--- src/ptsch_pkg.sv ---
package ptsch_pkg;

	localparam logic [2:0] FN_TICK     = 3'd0;
	localparam logic [2:0] FN_SCHED    = 3'd1;
	localparam logic [2:0] FN_ADD      = 3'd2;
	localparam logic [2:0] FN_KILL_ID  = 3'd3;
	localparam logic [2:0] FN_KILL_RUN = 3'd4;
	localparam logic [2:0] FN_SLEEP    = 3'd5;
	localparam logic [2:0] FN_EVENT    = 3'd6;
	localparam logic [2:0] FN_BLOCK    = 3'd7;

	localparam logic [1:0] ST_OK       = 2'd0;
	localparam logic [1:0] ST_LIMIT    = 2'd1;
	localparam logic [1:0] ST_LAST     = 2'd2;
	localparam logic [1:0] ST_NOTFOUND = 2'd3;

	typedef struct packed {
		logic [2:0]  func;
		logic [7:0]  prio;
		logic [31:0] entry;
		logic [31:0] target;
		logic [31:0] dur;
		logic [31:0] period;
		logic [31:0] start;
		logic [3:0]  slot;
		logic        bval;
	} cmd_t;

endpackage

--- src/ptsch_in_if.sv ---
interface ptsch_in_if;
	logic        valid;
	logic        ready;
	logic [2:0]  func;
	logic [7:0]  priority_req;
	logic [31:0] entry_address;
	logic [31:0] target_id;
	logic [31:0] duration;
	logic [31:0] period;
	logic [31:0] start_time;
	logic [3:0]  slot_index;
	logic        block_value;

	modport source (output valid, func, priority_req, entry_address, target_id, duration,
		period, start_time, slot_index, block_value, input ready);
	modport sink (input valid, func, priority_req, entry_address, target_id, duration,
		period, start_time, slot_index, block_value, output ready);
endinterface

--- src/ptsch_out_if.sv ---
interface ptsch_out_if;
	logic        valid;
	logic        ready;
	logic [1:0]  status;
	logic        fired;
	logic [2:0]  event_index;
	logic [31:0] handler_address;
	logic        next_valid;
	logic [3:0]  next_slot;
	logic [31:0] run_address;
	logic [31:0] current_id;
	logic [4:0]  thread_count;
	logic [31:0] new_id;
	logic        switch_request;
	logic        last;

	modport source (output valid, status, fired, event_index, handler_address, next_valid,
		next_slot, run_address, current_id, thread_count, new_id, switch_request, last,
		input ready);
	modport sink (input valid, status, fired, event_index, handler_address, next_valid,
		next_slot, run_address, current_id, thread_count, new_id, switch_request, last,
		output ready);
endinterface

--- src/ptsch_front.sv ---
module ptsch_front (
	input  logic            clk,
	input  logic            arst_n,
	ptsch_in_if.sink        req,
	output logic            cmd_valid,
	input  logic            cmd_ready,
	output ptsch_pkg::cmd_t cmd
);

	ptsch_pkg::cmd_t fifo_q [2];
	logic            wr_q;
	logic            rd_q;
	logic [1:0]      cnt_q;
	logic            push;
	logic            pop;
	ptsch_pkg::cmd_t in_cmd;

	always_comb begin
		in_cmd.func   = req.func;
		in_cmd.prio   = req.priority_req;
		in_cmd.entry  = req.entry_address;
		in_cmd.target = req.target_id;
		in_cmd.dur    = req.duration;
		in_cmd.period = req.period;
		in_cmd.start  = req.start_time;
		in_cmd.slot   = req.slot_index;
		in_cmd.bval   = req.block_value;
	end

	assign req.ready = (cnt_q != 2'd2);
	assign push      = req.valid && req.ready;
	assign cmd_valid = (cnt_q != 2'd0);
	assign pop       = cmd_valid && cmd_ready;
	assign cmd       = fifo_q[rd_q];

	always_ff @(posedge clk) begin
		if (push) begin
			fifo_q[wr_q] <= in_cmd;
		end
	end

	always_ff @(posedge clk or negedge arst_n) begin
		if (!arst_n) begin
			wr_q  <= 1'b0;
			rd_q  <= 1'b0;
			cnt_q <= 2'd0;
		end else begin
			if (push) begin
				wr_q <= ~wr_q;
			end
			if (pop) begin
				rd_q <= ~rd_q;
			end
			if (push && !pop) begin
				cnt_q <= cnt_q + 2'd1;
			end else if (pop && !push) begin
				cnt_q <= cnt_q - 2'd1;
			end
		end
	end

endmodule

--- src/ptsch_back.sv ---
module ptsch_back #(
	parameter int THREAD_SLOTS = 16,
	parameter int EVENT_SLOTS  = 8
) (
	input  logic            clk,
	input  logic            arst_n,
	input  logic            cmd_valid,
	output logic            cmd_ready,
	input  ptsch_pkg::cmd_t cmd,
	ptsch_out_if.source     rsp
);

	localparam int SW  = $clog2(THREAD_SLOTS);
	localparam int CW  = $clog2(THREAD_SLOTS + 1);
	localparam int ECW = $clog2(EVENT_SLOTS + 1);
	localparam int EW  = (EVENT_SLOTS > 1) ? $clog2(EVENT_SLOTS) : 1;

	localparam logic [3:0] S_IDLE    = 4'd0;
	localparam logic [3:0] S_DISP    = 4'd1;
	localparam logic [3:0] S_ADD2    = 4'd2;
	localparam logic [3:0] S_TW_RD   = 4'd3;
	localparam logic [3:0] S_TW_CHK  = 4'd4;
	localparam logic [3:0] S_TE_RD   = 4'd5;
	localparam logic [3:0] S_TE_CHK  = 4'd6;
	localparam logic [3:0] S_SW_RD   = 4'd7;
	localparam logic [3:0] S_SW_CHK  = 4'd8;
	localparam logic [3:0] S_SCH_END = 4'd9;
	localparam logic [3:0] S_KID_RD  = 4'd10;
	localparam logic [3:0] S_KID_CHK = 4'd11;
	localparam logic [3:0] S_KR_RD   = 4'd12;
	localparam logic [3:0] S_KR_UNL  = 4'd13;
	localparam logic [3:0] S_EMIT    = 4'd14;

	logic [3:0]        state_q;
	logic [3:0]        ret_q;
	ptsch_pkg::cmd_t   cmd_q;
	logic [31:0]       time_q;
	logic [THREAD_SLOTS-1:0] alive_q;
	logic [THREAD_SLOTS-1:0] asleep_q;
	logic [THREAD_SLOTS-1:0] blocked_q;
	logic [SW-1:0]     head_q;
	logic [SW-1:0]     tail_q;
	logic [CW-1:0]     live_q;
	logic [31:0]       ids_q;
	logic [SW-1:0]     rs_q;
	logic              rv_q;
	logic [31:0]       run_entry_q;
	logic [31:0]       run_ident_q;
	logic [ECW-1:0]    ecount_q;
	logic [CW-1:0]     i_q;
	logic [ECW-1:0]    j_q;
	logic [SW-1:0]     s_q;
	logic              found_q;
	logic [SW-1:0]     best_q;
	logic [7:0]        best_prio_q;
	logic [31:0]       best_entry_q;
	logic [31:0]       best_ident_q;

	logic [1:0]        res_status_q;
	logic              res_fired_q;
	logic [2:0]        res_evi_q;
	logic [31:0]       res_handler_q;
	logic [31:0]       res_newid_q;
	logic              res_sw_q;
	logic              res_last_q;

	logic              ov_q;
	logic [1:0]        o_status_q;
	logic              o_fired_q;
	logic [2:0]        o_evi_q;
	logic [31:0]       o_handler_q;
	logic              o_nv_q;
	logic [3:0]        o_slot_q;
	logic [31:0]       o_run_q;
	logic [31:0]       o_id_q;
	logic [4:0]        o_count_q;
	logic [31:0]       o_newid_q;
	logic              o_sw_q;
	logic              o_last_q;

	// thread and event tables
	logic [7:0]        prio_mem  [THREAD_SLOTS];
	logic [31:0]       ident_mem [THREAD_SLOTS];
	logic [31:0]       entry_mem [THREAD_SLOTS];
	logic [31:0]       wake_mem  [THREAD_SLOTS];
	logic [SW-1:0]     next_mem  [THREAD_SLOTS];
	logic [SW-1:0]     prev_mem  [THREAD_SLOTS];
	logic [31:0]       per_mem   [EVENT_SLOTS];
	logic [31:0]       due_mem   [EVENT_SLOTS];
	logic [31:0]       hnd_mem   [EVENT_SLOTS];

	logic [7:0]        rd_prio;
	logic [31:0]       rd_ident;
	logic [31:0]       rd_entry;
	logic [31:0]       rd_wake;
	logic [SW-1:0]     rd_next;
	logic [SW-1:0]     rd_prev;
	logic [31:0]       rd_per;
	logic [31:0]       rd_due;
	logic [31:0]       rd_hnd;

	logic [SW-1:0]     t_ra;
	logic [EW-1:0]     e_ra;
	logic [EW-1:0]     e_wr;
	logic [SW-1:0]     ti;
	logic [SW-1:0]     low_dead;
	logic [SW-1:0]     pick;
	logic [SW-1:0]     blk_idx;
	logic              blk_ok;
	logic              v_run;
	logic              is_add;
	logic              ev_add;
	logic              hit;
	logic              unl;
	logic              cand;
	logic              wake_due;
	logic              due_hit;
	logic              emit_go;

	logic              nx_we;
	logic [SW-1:0]     nx_wa;
	logic [SW-1:0]     nx_wd;
	logic              pv_we;
	logic [SW-1:0]     pv_wa;
	logic [SW-1:0]     pv_wd;
	logic              wk_we;
	logic [SW-1:0]     wk_wa;
	logic [31:0]       wk_wd;
	logic              du_we;
	logic [EW-1:0]     du_wa;
	logic [31:0]       du_wd;

	assign cmd_ready = (state_q == S_IDLE);
	assign ti        = i_q[SW-1:0];
	assign t_ra      = (state_q == S_TW_RD) ? ti : s_q;
	assign e_ra      = j_q[EW-1:0];
	assign e_wr      = ecount_q[EW-1:0];
	assign blk_idx   = SW'(cmd_q.slot);
	assign blk_ok    = (32'(cmd_q.slot) < 32'(THREAD_SLOTS));
	assign v_run     = rv_q && alive_q[rs_q];
	assign is_add    = (state_q == S_DISP) && (cmd_q.func == ptsch_pkg::FN_ADD)
		&& (live_q < CW'(THREAD_SLOTS));
	assign ev_add    = (state_q == S_DISP) && (cmd_q.func == ptsch_pkg::FN_EVENT)
		&& (ecount_q < ECW'(EVENT_SLOTS));
	assign hit       = alive_q[s_q] && (rd_ident == cmd_q.target);
	assign unl       = ((state_q == S_KID_CHK) && hit) || (state_q == S_KR_UNL);
	assign cand      = alive_q[s_q] && !blocked_q[s_q] && !asleep_q[s_q]
		&& (!found_q || (best_prio_q > rd_prio));
	assign wake_due  = (rd_wake <= time_q);
	assign due_hit   = (rd_due <= time_q);
	assign emit_go   = (state_q == S_EMIT) && (!ov_q || rsp.ready);

	// slot for a new thread
	always_comb begin
		low_dead = SW'(THREAD_SLOTS - 1);
		for (int k = THREAD_SLOTS - 2; k >= 0; k--) begin
			if (!alive_q[k]) begin
				low_dead = SW'(k);
			end
		end
		if ((ids_q < 32'(THREAD_SLOTS)) && !alive_q[SW'(ids_q)]) begin
			pick = SW'(ids_q);
		end else begin
			pick = low_dead;
		end
	end

	always_comb begin
		nx_we = 1'b0;
		nx_wa = s_q;
		nx_wd = s_q;
		pv_we = 1'b0;
		pv_wa = s_q;
		pv_wd = s_q;
		if (is_add) begin
			nx_we = 1'b1;
			nx_wa = pick;
			nx_wd = (live_q == '0) ? pick : head_q;
			pv_we = 1'b1;
			pv_wa = pick;
			pv_wd = (live_q == '0) ? pick : tail_q;
		end else if (state_q == S_ADD2) begin
			nx_we = 1'b1;
			nx_wa = tail_q;
			nx_wd = s_q;
			pv_we = 1'b1;
			pv_wa = head_q;
			pv_wd = s_q;
		end else if (unl) begin
			nx_we = 1'b1;
			nx_wa = rd_prev;
			nx_wd = rd_next;
			pv_we = 1'b1;
			pv_wa = rd_next;
			pv_wd = rd_prev;
		end
	end

	always_comb begin
		wk_we = 1'b0;
		wk_wa = rs_q;
		wk_wd = '0;
		if (is_add) begin
			wk_we = 1'b1;
			wk_wa = pick;
		end else if ((state_q == S_DISP) && (cmd_q.func == ptsch_pkg::FN_SLEEP) && v_run) begin
			wk_we = 1'b1;
			wk_wd = cmd_q.dur + time_q;
		end else if ((state_q == S_TW_CHK) && wake_due) begin
			wk_we = 1'b1;
			wk_wa = ti;
		end
	end

	always_comb begin
		du_we = 1'b0;
		du_wa = e_ra;
		du_wd = time_q + rd_per;
		if (ev_add) begin
			du_we = 1'b1;
			du_wa = e_wr;
			du_wd = cmd_q.start;
		end else if ((state_q == S_TE_CHK) && due_hit) begin
			du_we = 1'b1;
		end
	end

	always_ff @(posedge clk) begin
		if (is_add) begin
			prio_mem[pick]  <= cmd_q.prio;
			ident_mem[pick] <= ids_q;
			entry_mem[pick] <= cmd_q.entry;
		end
		rd_prio  <= prio_mem[t_ra];
		rd_ident <= ident_mem[t_ra];
		rd_entry <= entry_mem[t_ra];
	end

	always_ff @(posedge clk) begin
		if (wk_we) begin
			wake_mem[wk_wa] <= wk_wd;
		end
		rd_wake <= wake_mem[t_ra];
	end

	always_ff @(posedge clk) begin
		if (nx_we) begin
			next_mem[nx_wa] <= nx_wd;
		end
		rd_next <= next_mem[t_ra];
	end

	always_ff @(posedge clk) begin
		if (pv_we) begin
			prev_mem[pv_wa] <= pv_wd;
		end
		rd_prev <= prev_mem[t_ra];
	end

	always_ff @(posedge clk) begin
		if (ev_add) begin
			per_mem[e_wr] <= cmd_q.period;
			hnd_mem[e_wr] <= cmd_q.entry;
		end
		rd_per <= per_mem[e_ra];
		rd_hnd <= hnd_mem[e_ra];
	end

	always_ff @(posedge clk) begin
		if (du_we) begin
			due_mem[du_wa] <= du_wd;
		end
		rd_due <= due_mem[e_ra];
	end

	// result beat register
	always_ff @(posedge clk or negedge arst_n) begin
		if (!arst_n) begin
			ov_q        <= 1'b0;
			o_status_q  <= '0;
			o_fired_q   <= 1'b0;
			o_evi_q     <= '0;
			o_handler_q <= '0;
			o_nv_q      <= 1'b0;
			o_slot_q    <= '0;
			o_run_q     <= '0;
			o_id_q      <= '0;
			o_count_q   <= '0;
			o_newid_q   <= '0;
			o_sw_q      <= 1'b0;
			o_last_q    <= 1'b0;
		end else begin
			if (emit_go) begin
				ov_q        <= 1'b1;
				o_status_q  <= res_status_q;
				o_fired_q   <= res_fired_q;
				o_evi_q     <= res_evi_q;
				o_handler_q <= res_handler_q;
				o_nv_q      <= v_run;
				o_slot_q    <= v_run ? 4'(rs_q) : 4'd0;
				o_run_q     <= v_run ? run_entry_q : 32'd0;
				o_id_q      <= v_run ? run_ident_q : 32'd0;
				o_count_q   <= 5'(live_q);
				o_newid_q   <= res_newid_q;
				o_sw_q      <= res_sw_q;
				o_last_q    <= res_last_q;
			end else if (rsp.ready) begin
				ov_q <= 1'b0;
			end
		end
	end

	assign rsp.valid           = ov_q;
	assign rsp.status          = o_status_q;
	assign rsp.fired           = o_fired_q;
	assign rsp.event_index     = o_evi_q;
	assign rsp.handler_address = o_handler_q;
	assign rsp.next_valid      = o_nv_q;
	assign rsp.next_slot       = o_slot_q;
	assign rsp.run_address     = o_run_q;
	assign rsp.current_id      = o_id_q;
	assign rsp.thread_count    = o_count_q;
	assign rsp.new_id          = o_newid_q;
	assign rsp.switch_request  = o_sw_q;
	assign rsp.last            = o_last_q;

	always_ff @(posedge clk or negedge arst_n) begin
		if (!arst_n) begin
			state_q       <= S_IDLE;
			ret_q         <= S_IDLE;
			cmd_q         <= '0;
			time_q        <= '0;
			alive_q       <= '0;
			asleep_q      <= '0;
			blocked_q     <= '0;
			head_q        <= '0;
			tail_q        <= '0;
			live_q        <= '0;
			ids_q         <= '0;
			rs_q          <= '0;
			rv_q          <= 1'b0;
			run_entry_q   <= '0;
			run_ident_q   <= '0;
			ecount_q      <= '0;
			i_q           <= '0;
			j_q           <= '0;
			s_q           <= '0;
			found_q       <= 1'b0;
			best_q        <= '0;
			best_prio_q   <= '0;
			best_entry_q  <= '0;
			best_ident_q  <= '0;
			res_status_q  <= ptsch_pkg::ST_OK;
			res_fired_q   <= 1'b0;
			res_evi_q     <= '0;
			res_handler_q <= '0;
			res_newid_q   <= '0;
			res_sw_q      <= 1'b0;
			res_last_q    <= 1'b0;
		end else begin
			case (state_q)
				S_IDLE: begin
					if (cmd_valid) begin
						cmd_q   <= cmd;
						state_q <= S_DISP;
					end
				end
				S_DISP: begin
					res_status_q  <= ptsch_pkg::ST_OK;
					res_fired_q   <= 1'b0;
					res_evi_q     <= '0;
					res_handler_q <= '0;
					res_newid_q   <= '0;
					res_sw_q      <= 1'b0;
					res_last_q    <= 1'b1;
					ret_q         <= S_IDLE;
					state_q       <= S_EMIT;
					i_q           <= '0;
					j_q           <= '0;
					found_q       <= 1'b0;
					case (cmd_q.func)
						ptsch_pkg::FN_TICK: begin
							time_q  <= time_q + 32'd1;
							state_q <= S_TW_RD;
						end
						ptsch_pkg::FN_SCHED: begin
							s_q     <= v_run ? rs_q : head_q;
							state_q <= S_SW_RD;
						end
						ptsch_pkg::FN_ADD: begin
							if (!is_add) begin
								res_status_q <= ptsch_pkg::ST_LIMIT;
							end else begin
								s_q             <= pick;
								alive_q[pick]   <= 1'b1;
								asleep_q[pick]  <= 1'b0;
								blocked_q[pick] <= 1'b0;
								live_q          <= live_q + CW'(1);
								ids_q           <= ids_q + 32'd1;
								res_newid_q     <= ids_q;
								if (live_q == '0) begin
									head_q <= pick;
									tail_q <= pick;
								end else begin
									state_q <= S_ADD2;
								end
							end
						end
						ptsch_pkg::FN_KILL_ID: begin
							if (live_q <= CW'(1)) begin
								res_status_q <= ptsch_pkg::ST_LAST;
							end else begin
								s_q     <= head_q;
								state_q <= S_KID_RD;
							end
						end
						ptsch_pkg::FN_KILL_RUN: begin
							if (live_q <= CW'(1)) begin
								res_status_q <= ptsch_pkg::ST_LAST;
							end else if (!v_run) begin
								res_status_q <= ptsch_pkg::ST_NOTFOUND;
							end else begin
								s_q     <= rs_q;
								state_q <= S_KR_RD;
							end
						end
						ptsch_pkg::FN_SLEEP: begin
							if (v_run) begin
								asleep_q[rs_q] <= 1'b1;
							end
							res_sw_q <= 1'b1;
						end
						ptsch_pkg::FN_EVENT: begin
							if (ev_add) begin
								ecount_q <= ecount_q + ECW'(1);
							end else begin
								res_status_q <= ptsch_pkg::ST_LIMIT;
							end
						end
						default: begin
							if (blk_ok) begin
								blocked_q[blk_idx] <= cmd_q.bval;
							end
						end
					endcase
				end
				S_ADD2: begin
					tail_q  <= s_q;
					state_q <= S_EMIT;
				end
				S_TW_RD: begin
					if (i_q == CW'(THREAD_SLOTS)) begin
						state_q <= S_TE_RD;
					end else if (alive_q[ti] && asleep_q[ti]) begin
						state_q <= S_TW_CHK;
					end else begin
						i_q <= i_q + CW'(1);
					end
				end
				S_TW_CHK: begin
					if (wake_due) begin
						asleep_q[ti] <= 1'b0;
					end
					i_q     <= i_q + CW'(1);
					state_q <= S_TW_RD;
				end
				S_TE_RD: begin
					if (j_q == ecount_q) begin
						res_fired_q   <= 1'b0;
						res_evi_q     <= '0;
						res_handler_q <= '0;
						res_sw_q      <= 1'b1;
						res_last_q    <= 1'b1;
						ret_q         <= S_IDLE;
						state_q       <= S_EMIT;
					end else begin
						state_q <= S_TE_CHK;
					end
				end
				S_TE_CHK: begin
					j_q <= j_q + ECW'(1);
					if (due_hit) begin
						res_fired_q   <= 1'b1;
						res_evi_q     <= 3'(j_q);
						res_handler_q <= rd_hnd;
						res_sw_q      <= 1'b0;
						res_last_q    <= 1'b0;
						ret_q         <= S_TE_RD;
						state_q       <= S_EMIT;
					end else begin
						state_q <= S_TE_RD;
					end
				end
				S_SW_RD: begin
					if (i_q == live_q) begin
						state_q <= S_SCH_END;
					end else begin
						state_q <= S_SW_CHK;
					end
				end
				S_SW_CHK: begin
					if (cand) begin
						best_q       <= s_q;
						best_prio_q  <= rd_prio;
						best_entry_q <= rd_entry;
						best_ident_q <= rd_ident;
						found_q      <= 1'b1;
					end
					s_q     <= rd_next;
					i_q     <= i_q + CW'(1);
					state_q <= S_SW_RD;
				end
				S_SCH_END: begin
					rv_q <= found_q;
					if (found_q) begin
						rs_q        <= best_q;
						run_entry_q <= best_entry_q;
						run_ident_q <= best_ident_q;
					end
					state_q <= S_EMIT;
				end
				S_KID_RD: begin
					if (i_q == live_q) begin
						res_status_q <= ptsch_pkg::ST_NOTFOUND;
						state_q      <= S_EMIT;
					end else begin
						state_q <= S_KID_CHK;
					end
				end
				S_KID_CHK: begin
					if (hit) begin
						state_q <= S_EMIT;
					end else begin
						s_q     <= rd_next;
						i_q     <= i_q + CW'(1);
						state_q <= S_KID_RD;
					end
				end
				S_KR_RD: begin
					state_q <= S_KR_UNL;
				end
				S_KR_UNL: begin
					state_q <= S_EMIT;
				end
				S_EMIT: begin
					if (emit_go) begin
						state_q <= ret_q;
					end
				end
				default: begin
					state_q <= S_IDLE;
				end
			endcase
			// unlink a killed thread from the ring
			if (unl) begin
				alive_q[s_q]   <= 1'b0;
				blocked_q[s_q] <= 1'b0;
				live_q         <= live_q - CW'(1);
				if (s_q == head_q) begin
					head_q <= rd_next;
				end
				if (s_q == tail_q) begin
					tail_q <= rd_prev;
				end
				if (rv_q && (rs_q == s_q)) begin
					rv_q <= 1'b0;
				end
			end
		end
	end

endmodule

--- src/priority_thread_scheduler_core.sv ---
// channel  | dir | modport      | carries
// req      | in  | ptsch_in_if  | one operation beat (func and its arguments)
// rsp      | out | ptsch_out_if | result beats, last marks the final one of an operation
//
// one operation at a time in the back end; tick walks every thread slot, then every event,
// with a result beat per due event; schedule walks the ring for the ready thread with the
// lowest prio value; kill by id walks the ring for the id; the thread tables share one read address
// arst_n clears all control state and the live, asleep and blocked marks; no clearing pass
// a two-entry queue takes beats while the back end works; a full output register stalls it
module priority_thread_scheduler_core #(
	parameter int THREAD_SLOTS = 16,
	parameter int EVENT_SLOTS  = 8
) (
	input  logic        clk,
	input  logic        arst_n,
	ptsch_in_if.sink    req,
	ptsch_out_if.source rsp
);

	logic            cmd_valid;
	logic            cmd_ready;
	ptsch_pkg::cmd_t cmd;

	ptsch_front u_front (
		.clk       (clk),
		.arst_n    (arst_n),
		.req       (req),
		.cmd_valid (cmd_valid),
		.cmd_ready (cmd_ready),
		.cmd       (cmd)
	);

	ptsch_back #(
		.THREAD_SLOTS (THREAD_SLOTS),
		.EVENT_SLOTS  (EVENT_SLOTS)
	) u_back (
		.clk       (clk),
		.arst_n    (arst_n),
		.cmd_valid (cmd_valid),
		.cmd_ready (cmd_ready),
		.cmd       (cmd),
		.rsp       (rsp)
	);

endmodule
--- src/flat_wrapper.sv ---
// flat-port wrapper written by rule: the top's interface ports become plain ports
module priority_thread_scheduler_core_flat 
#(
	parameter int THREAD_SLOTS = 16,
	parameter int EVENT_SLOTS  = 8
)
  (clk, arst_n, req_valid, req_func, req_priority_req, req_entry_address, req_target_id, req_duration, req_period, req_start_time, req_slot_index, req_block_value, req_ready, rsp_valid, rsp_status, rsp_fired, rsp_event_index, rsp_handler_address, rsp_next_valid, rsp_next_slot, rsp_run_address, rsp_current_id, rsp_thread_count, rsp_new_id, rsp_switch_request, rsp_last, rsp_ready);
  ptsch_in_if req_i ();
  ptsch_out_if rsp_i ();
  input  logic clk;
  input  logic arst_n;
  input wire logic [$bits(req_i.valid)-1:0] req_valid;
  input wire logic [$bits(req_i.func)-1:0] req_func;
  input wire logic [$bits(req_i.priority_req)-1:0] req_priority_req;
  input wire logic [$bits(req_i.entry_address)-1:0] req_entry_address;
  input wire logic [$bits(req_i.target_id)-1:0] req_target_id;
  input wire logic [$bits(req_i.duration)-1:0] req_duration;
  input wire logic [$bits(req_i.period)-1:0] req_period;
  input wire logic [$bits(req_i.start_time)-1:0] req_start_time;
  input wire logic [$bits(req_i.slot_index)-1:0] req_slot_index;
  input wire logic [$bits(req_i.block_value)-1:0] req_block_value;
  output wire logic [$bits(req_i.ready)-1:0] req_ready;
  output wire logic [$bits(rsp_i.valid)-1:0] rsp_valid;
  output wire logic [$bits(rsp_i.status)-1:0] rsp_status;
  output wire logic [$bits(rsp_i.fired)-1:0] rsp_fired;
  output wire logic [$bits(rsp_i.event_index)-1:0] rsp_event_index;
  output wire logic [$bits(rsp_i.handler_address)-1:0] rsp_handler_address;
  output wire logic [$bits(rsp_i.next_valid)-1:0] rsp_next_valid;
  output wire logic [$bits(rsp_i.next_slot)-1:0] rsp_next_slot;
  output wire logic [$bits(rsp_i.run_address)-1:0] rsp_run_address;
  output wire logic [$bits(rsp_i.current_id)-1:0] rsp_current_id;
  output wire logic [$bits(rsp_i.thread_count)-1:0] rsp_thread_count;
  output wire logic [$bits(rsp_i.new_id)-1:0] rsp_new_id;
  output wire logic [$bits(rsp_i.switch_request)-1:0] rsp_switch_request;
  output wire logic [$bits(rsp_i.last)-1:0] rsp_last;
  input wire logic [$bits(rsp_i.ready)-1:0] rsp_ready;
  assign req_i.valid = req_valid;
  assign req_i.func = req_func;
  assign req_i.priority_req = req_priority_req;
  assign req_i.entry_address = req_entry_address;
  assign req_i.target_id = req_target_id;
  assign req_i.duration = req_duration;
  assign req_i.period = req_period;
  assign req_i.start_time = req_start_time;
  assign req_i.slot_index = req_slot_index;
  assign req_i.block_value = req_block_value;
  assign req_ready = req_i.ready;
  assign rsp_valid = rsp_i.valid;
  assign rsp_status = rsp_i.status;
  assign rsp_fired = rsp_i.fired;
  assign rsp_event_index = rsp_i.event_index;
  assign rsp_handler_address = rsp_i.handler_address;
  assign rsp_next_valid = rsp_i.next_valid;
  assign rsp_next_slot = rsp_i.next_slot;
  assign rsp_run_address = rsp_i.run_address;
  assign rsp_current_id = rsp_i.current_id;
  assign rsp_thread_count = rsp_i.thread_count;
  assign rsp_new_id = rsp_i.new_id;
  assign rsp_switch_request = rsp_i.switch_request;
  assign rsp_last = rsp_i.last;
  assign rsp_i.ready = rsp_ready;
  priority_thread_scheduler_core #(.THREAD_SLOTS(THREAD_SLOTS), .EVENT_SLOTS(EVENT_SLOTS)) u_core (.clk(clk), .arst_n(arst_n), .req(req_i), .rsp(rsp_i));
endmodule
--- config.mk ---
export PLATFORM = sky130hd
export DESIGN_NAME = priority_thread_scheduler_core_flat
export DESIGN_NICKNAME = d
export VERILOG_FILES = /design/src/ptsch_pkg.sv /design/src/ptsch_in_if.sv /design/src/ptsch_out_if.sv /design/src/ptsch_front.sv /design/src/ptsch_back.sv /design/src/priority_thread_scheduler_core.sv /design/src/flat_wrapper.sv
export SDC_FILE = /design/constraint.sdc
export NUM_CORES = 2
export LEC_CHECK = 0
export CORE_ASPECT_RATIO = 0.75
export CORE_MARGIN = 2
export CORE_UTILIZATION = 30
export DETAILED_ROUTE_END_ITERATION = 8
export DONT_BUFFER_PORTS = 1
export PLACE_DENSITY = 0.43
export SKIP_CTS_REPAIR_TIMING = 1
export SYNTH_ARGS = -nofsm -noshare
export SYNTH_HDL_FRONTEND = slang
export SYNTH_SLANG_ARGS = --single-unit
--- constraint.sdc ---
create_clock -name clk -period 27.6 [get_ports clk]
set_clock_uncertainty 0.15 [all_clocks]
set_input_delay 4.14 -clock clk [delete_from_list [all_inputs] [get_ports clk]]
set_output_delay 4.14 -clock clk [all_outputs]
set_load 0.02 [all_outputs]
==> impl_summary.txt <==
----------------------------------------------------
[Outcome]
  Outcome ... finished clean

[Floorplanning]
  Count of standard-cell rows ... 223
  Die extent in x ... 816 um
  Placeable core region ... 0.492 mm2
  Starting Density ... 30.1%
  Die area ... 0.500 mm2
  Boundary pin count ... 328
  Die height ... 613 um

[Synthesis]
  Top-area cell type share of the netlist area ... 59.0%
  Post-synthesis sequential element count ... 3811
  Leading cell types by count after synthesis ... edfxtp_1, nand2_1, dfrtp_1
  Most used flip-flop cell after synthesis ... edfxtp_1
  Summed instance area of the synthesized netlist ... 0.148 mm2
  Gate Count Post-Synth ... 8714
  Share of synthesized area occupied by flip-flops and latches ... 73.4%
  Dominant cell type by area after synthesis ... edfxtp_1
  Leading post-synthesis cells by cell area ... edfxtp_1, dfrtp_1, mux4_2, nand2_1, dfxtp_1
  Number of synthesized flops with an enable pin ... 2912
  Yosys warns ... 0
  Post-synthesis async set-or-reset flop share ... 18.1%
  Mean post-synth cell area ... 17.0 um2
  Synthesized netlist net count ... 9042
  Cell with the most instances after synthesis ... edfxtp_1
  Distinct cells, synth ... 92

[Global route]
  Total routing usage reported by global routing ... 16.3%
  Number of global-route vias before repair ... 80776
  Global route total overflow ... 0
  Global routing met3 resource utilization ... 2.27%
  Wire length of the first global-routing pass ... 598 mm
  Gr busiest metal ... met2
  Met1 GRT Util ... 23.2%
  Largest net degree at the start of global routing ... 264
  Antenna violations before repair ... 17
  Met2 layer usage reported by global route ... 26.4%

[Route]
  Via count of the routed design ... 77771
  Post-DR vias/cell ... 4.95
  Average routed wire per standard cell ... 26.6 um
  Count of antenna-violating nets left after detailed routing ... 0
  Pre-antenna DRT Iters ... 7
  Detailed-route DRC error count ... 0
  Starting DRC count in detailed routing ... 6721
  Total wire length after detailed routing ... 417 mm

[STA]
  Pins over their slew limit ... 0
  Highest clock frequency the design can meet ... 146 MHz
  Relative slew slack ... 8.33%
  Setup repair after global routing missed its margin ... false
  Final hold violation count ... 0
  Smallest hold slack ... 297 ps
  Minimum clock period ... 6860 ps
  Slack of the critical path ... 20740 ps
  Final number of setup-violating endpoints ... 0
  Summed negative setup slack over all endpoints ... 0 ps
  Slew @ Worst Pin ... 1360 ps
  Final clock period utilization by the worst path ... 24.9%

[Setup path]
  Critical-path maximum fanout ... 60
  Worst setup SP type ... flip-flop
  Critical path capture point type ... flip-flop
  Required time at the endpoint of the critical path ... 28250 ps
  Category of the most critical setup path ... reg2reg
  Arrival time at the worst endpoint ... 7510 ps

[Clock tree]
  Clock-pin slew reported for the worst setup and hold paths after clock tree synthesis ... 60 ps
  CTS H-tree lvls ... 5
  Clock Sinks ... 3811
  Buffers from clock root to sink, at most ... 4
  Clock buffer count from CTS ... 400
  Root buf cell ... clkbuf_16
  Clock latency on the worst-skew pair ... 990 ps
  TritonCTS clock tree ... done

[Pwr]
  Worst supply voltage drop on vdd ... 157 uV
  Leakage ... 0.0596 uW
  Power density of the placed cells ... 103 mW/mm2

[Placement]
  Cell area after placement ... 0.157 mm2
  Final weighted congestion in routability-driven placement ... 0.828
  Worst Setup Slack post-DPL ... 19980 ps
  Dpl hpwl ... 243 mm
  Port Buf Inserts ... 0

[Finish]
  Area Growth Syn to Fin ... 14.8%
  Post-layout net count ... 9160
  Share of cells above drive strength 1 ... 18.6%
  Post-Layout Inst Area ... 0.170 mm2
  Fill cell total of the finished layout ... 46665
  Final core utilization ... 34.6%

[Run]
  Max capacitance violation total ... 0

[Hold path]
  Path category of the worst min-delay check ... reg2reg

----------------------------------------------------
where the power goes:
group,switching (uW),internal (uW)
Clock,2300,3220
Sequential,706,7060
Combinational,2510,1690
Total,5520,12000
per-stage QoR:
| stage | total power (uW) | instances |
|---|---|---|
| after global routing | 18400 | 15711 |
| after floorplan | 10500 | 8714 |
| after global placement | 12200 | 14953 |
| final | 17500 | 15719 |
| after detailed placement | 12200 | 14953 |
| after CTS | 17800 | 15705 |
cells by family (layout without fill, tap and decap cells):
group           Yosys count  after routing  synth area share, %
flops                  3811           3811                 73.4
simple gates           1988           1988                 5.86
compound gates         1046           1046                 4.55
mux                    1006           1006                 12.4
buf+inv                 539           1007                 1.42
xor+xnor                176            176                 1.04
fa+ha+maj               148            148                 1.26
other cells               0             12                    0
layer usage:
metal,wire (um),up-vias
met4,10600,6
li1,-,34005
met3,18800,525
met1,192000,41345
met2,196000,1890
met5,34,-
final timing paths:
path	from	endpoint	slack, ps	cells past startpoint
max in group asynchronous	arst_n	u_core.u_back.cmd_q[89]	22230	3
hold / removal	u_core.u_back.rd_prev[0]	u_core.u_back.tail_q[0]	300	2
min in group asynchronous	arst_n	u_core.u_back.rsp.current_id[12]	2700	0
setup / recovery	u_core.u_back.state_q[0]	u_core.u_back.rd_entry[8]	20740	11
hold reg to reg	u_core.u_back.rd_prev[0]	u_core.u_back.tail_q[0]	300	2
setup reg to reg	u_core.u_back.state_q[0]	u_core.u_back.rd_entry[8]	20740	11
critical path: stages (launching register included):
cell and delay [ps]:
dfrtp_1 610, nand2_1 440, nor2_2 690, mux2i_4 340, buf_4 680, buf_4 820, buf_4 790, buf_4 870
mux4_2 410, and2_1 170, a211oi_1 400, a31oi_1 80
sequential cells by signal (all words and copies together) (netlist names), 64 cells and up:
signal,cells
u_core.u_back.cmd_q,172
u_core.u_back.due_mem,256
u_core.u_back.entry_mem,512
u_core.u_back.hnd_mem,256
u_core.u_back.ident_mem,512
u_core.u_back.next_mem,64
u_core.u_back.per_mem,256
u_core.u_back.prev_mem,64
u_core.u_back.prio_mem,128
u_core.u_back.wake_mem,512
u_core.u_front.fifo_q,352
placed cells by master (no fill, tap or decap), types with 18 or more instances in the layout:
master	instances
nand3_1	134
mux4_2	655
nand4_1	37
nand2_1	1223
clkinv_2	64
and3_1	39
mux2i_1	192
nor2b_1	21
o31ai_1	20
a21o_1	58
nand2b_1	19
nor3_1	63
bufinv_16	36
nor3_2	20
clkbuf_8	54
clkbuf_1	100
ha_1	146
dfrtp_1	687
inv_1	69
and2_1	117
a211oi_1	135
a31oi_1	144
a22o_1	68
clkinv_1	43
o21ai_0	298
clkbuf_16	409
xor2_1	53
o21a_1	32
xnor2_1	123
edfxtp_1	2912
buf_4	166
nor4_1	18
dfxtp_1	208
nor2_4	18
mux2_2	152
nor2_1	190
a21oi_1	160
area by class of cell:
type | instances | area, um2 | share of cell area [%]
Timing Repair Buffer | 184 | 1640 | 0.966
Multi-Input combinational cell | 4364 | 37800 | 22.2
Tap cell | 6525 | 8160 | 4.80
Inverter | 71 | 269 | 0.158
Clock inverter | 186 | 2080 | 1.22
Antenna cell | 12 | 30.0 | 0.0176
Sequential cell | 3811 | 109000 | 64.0
Clock buffer | 566 | 11400 | 6.68
Power figures use the tool's default switching activity.
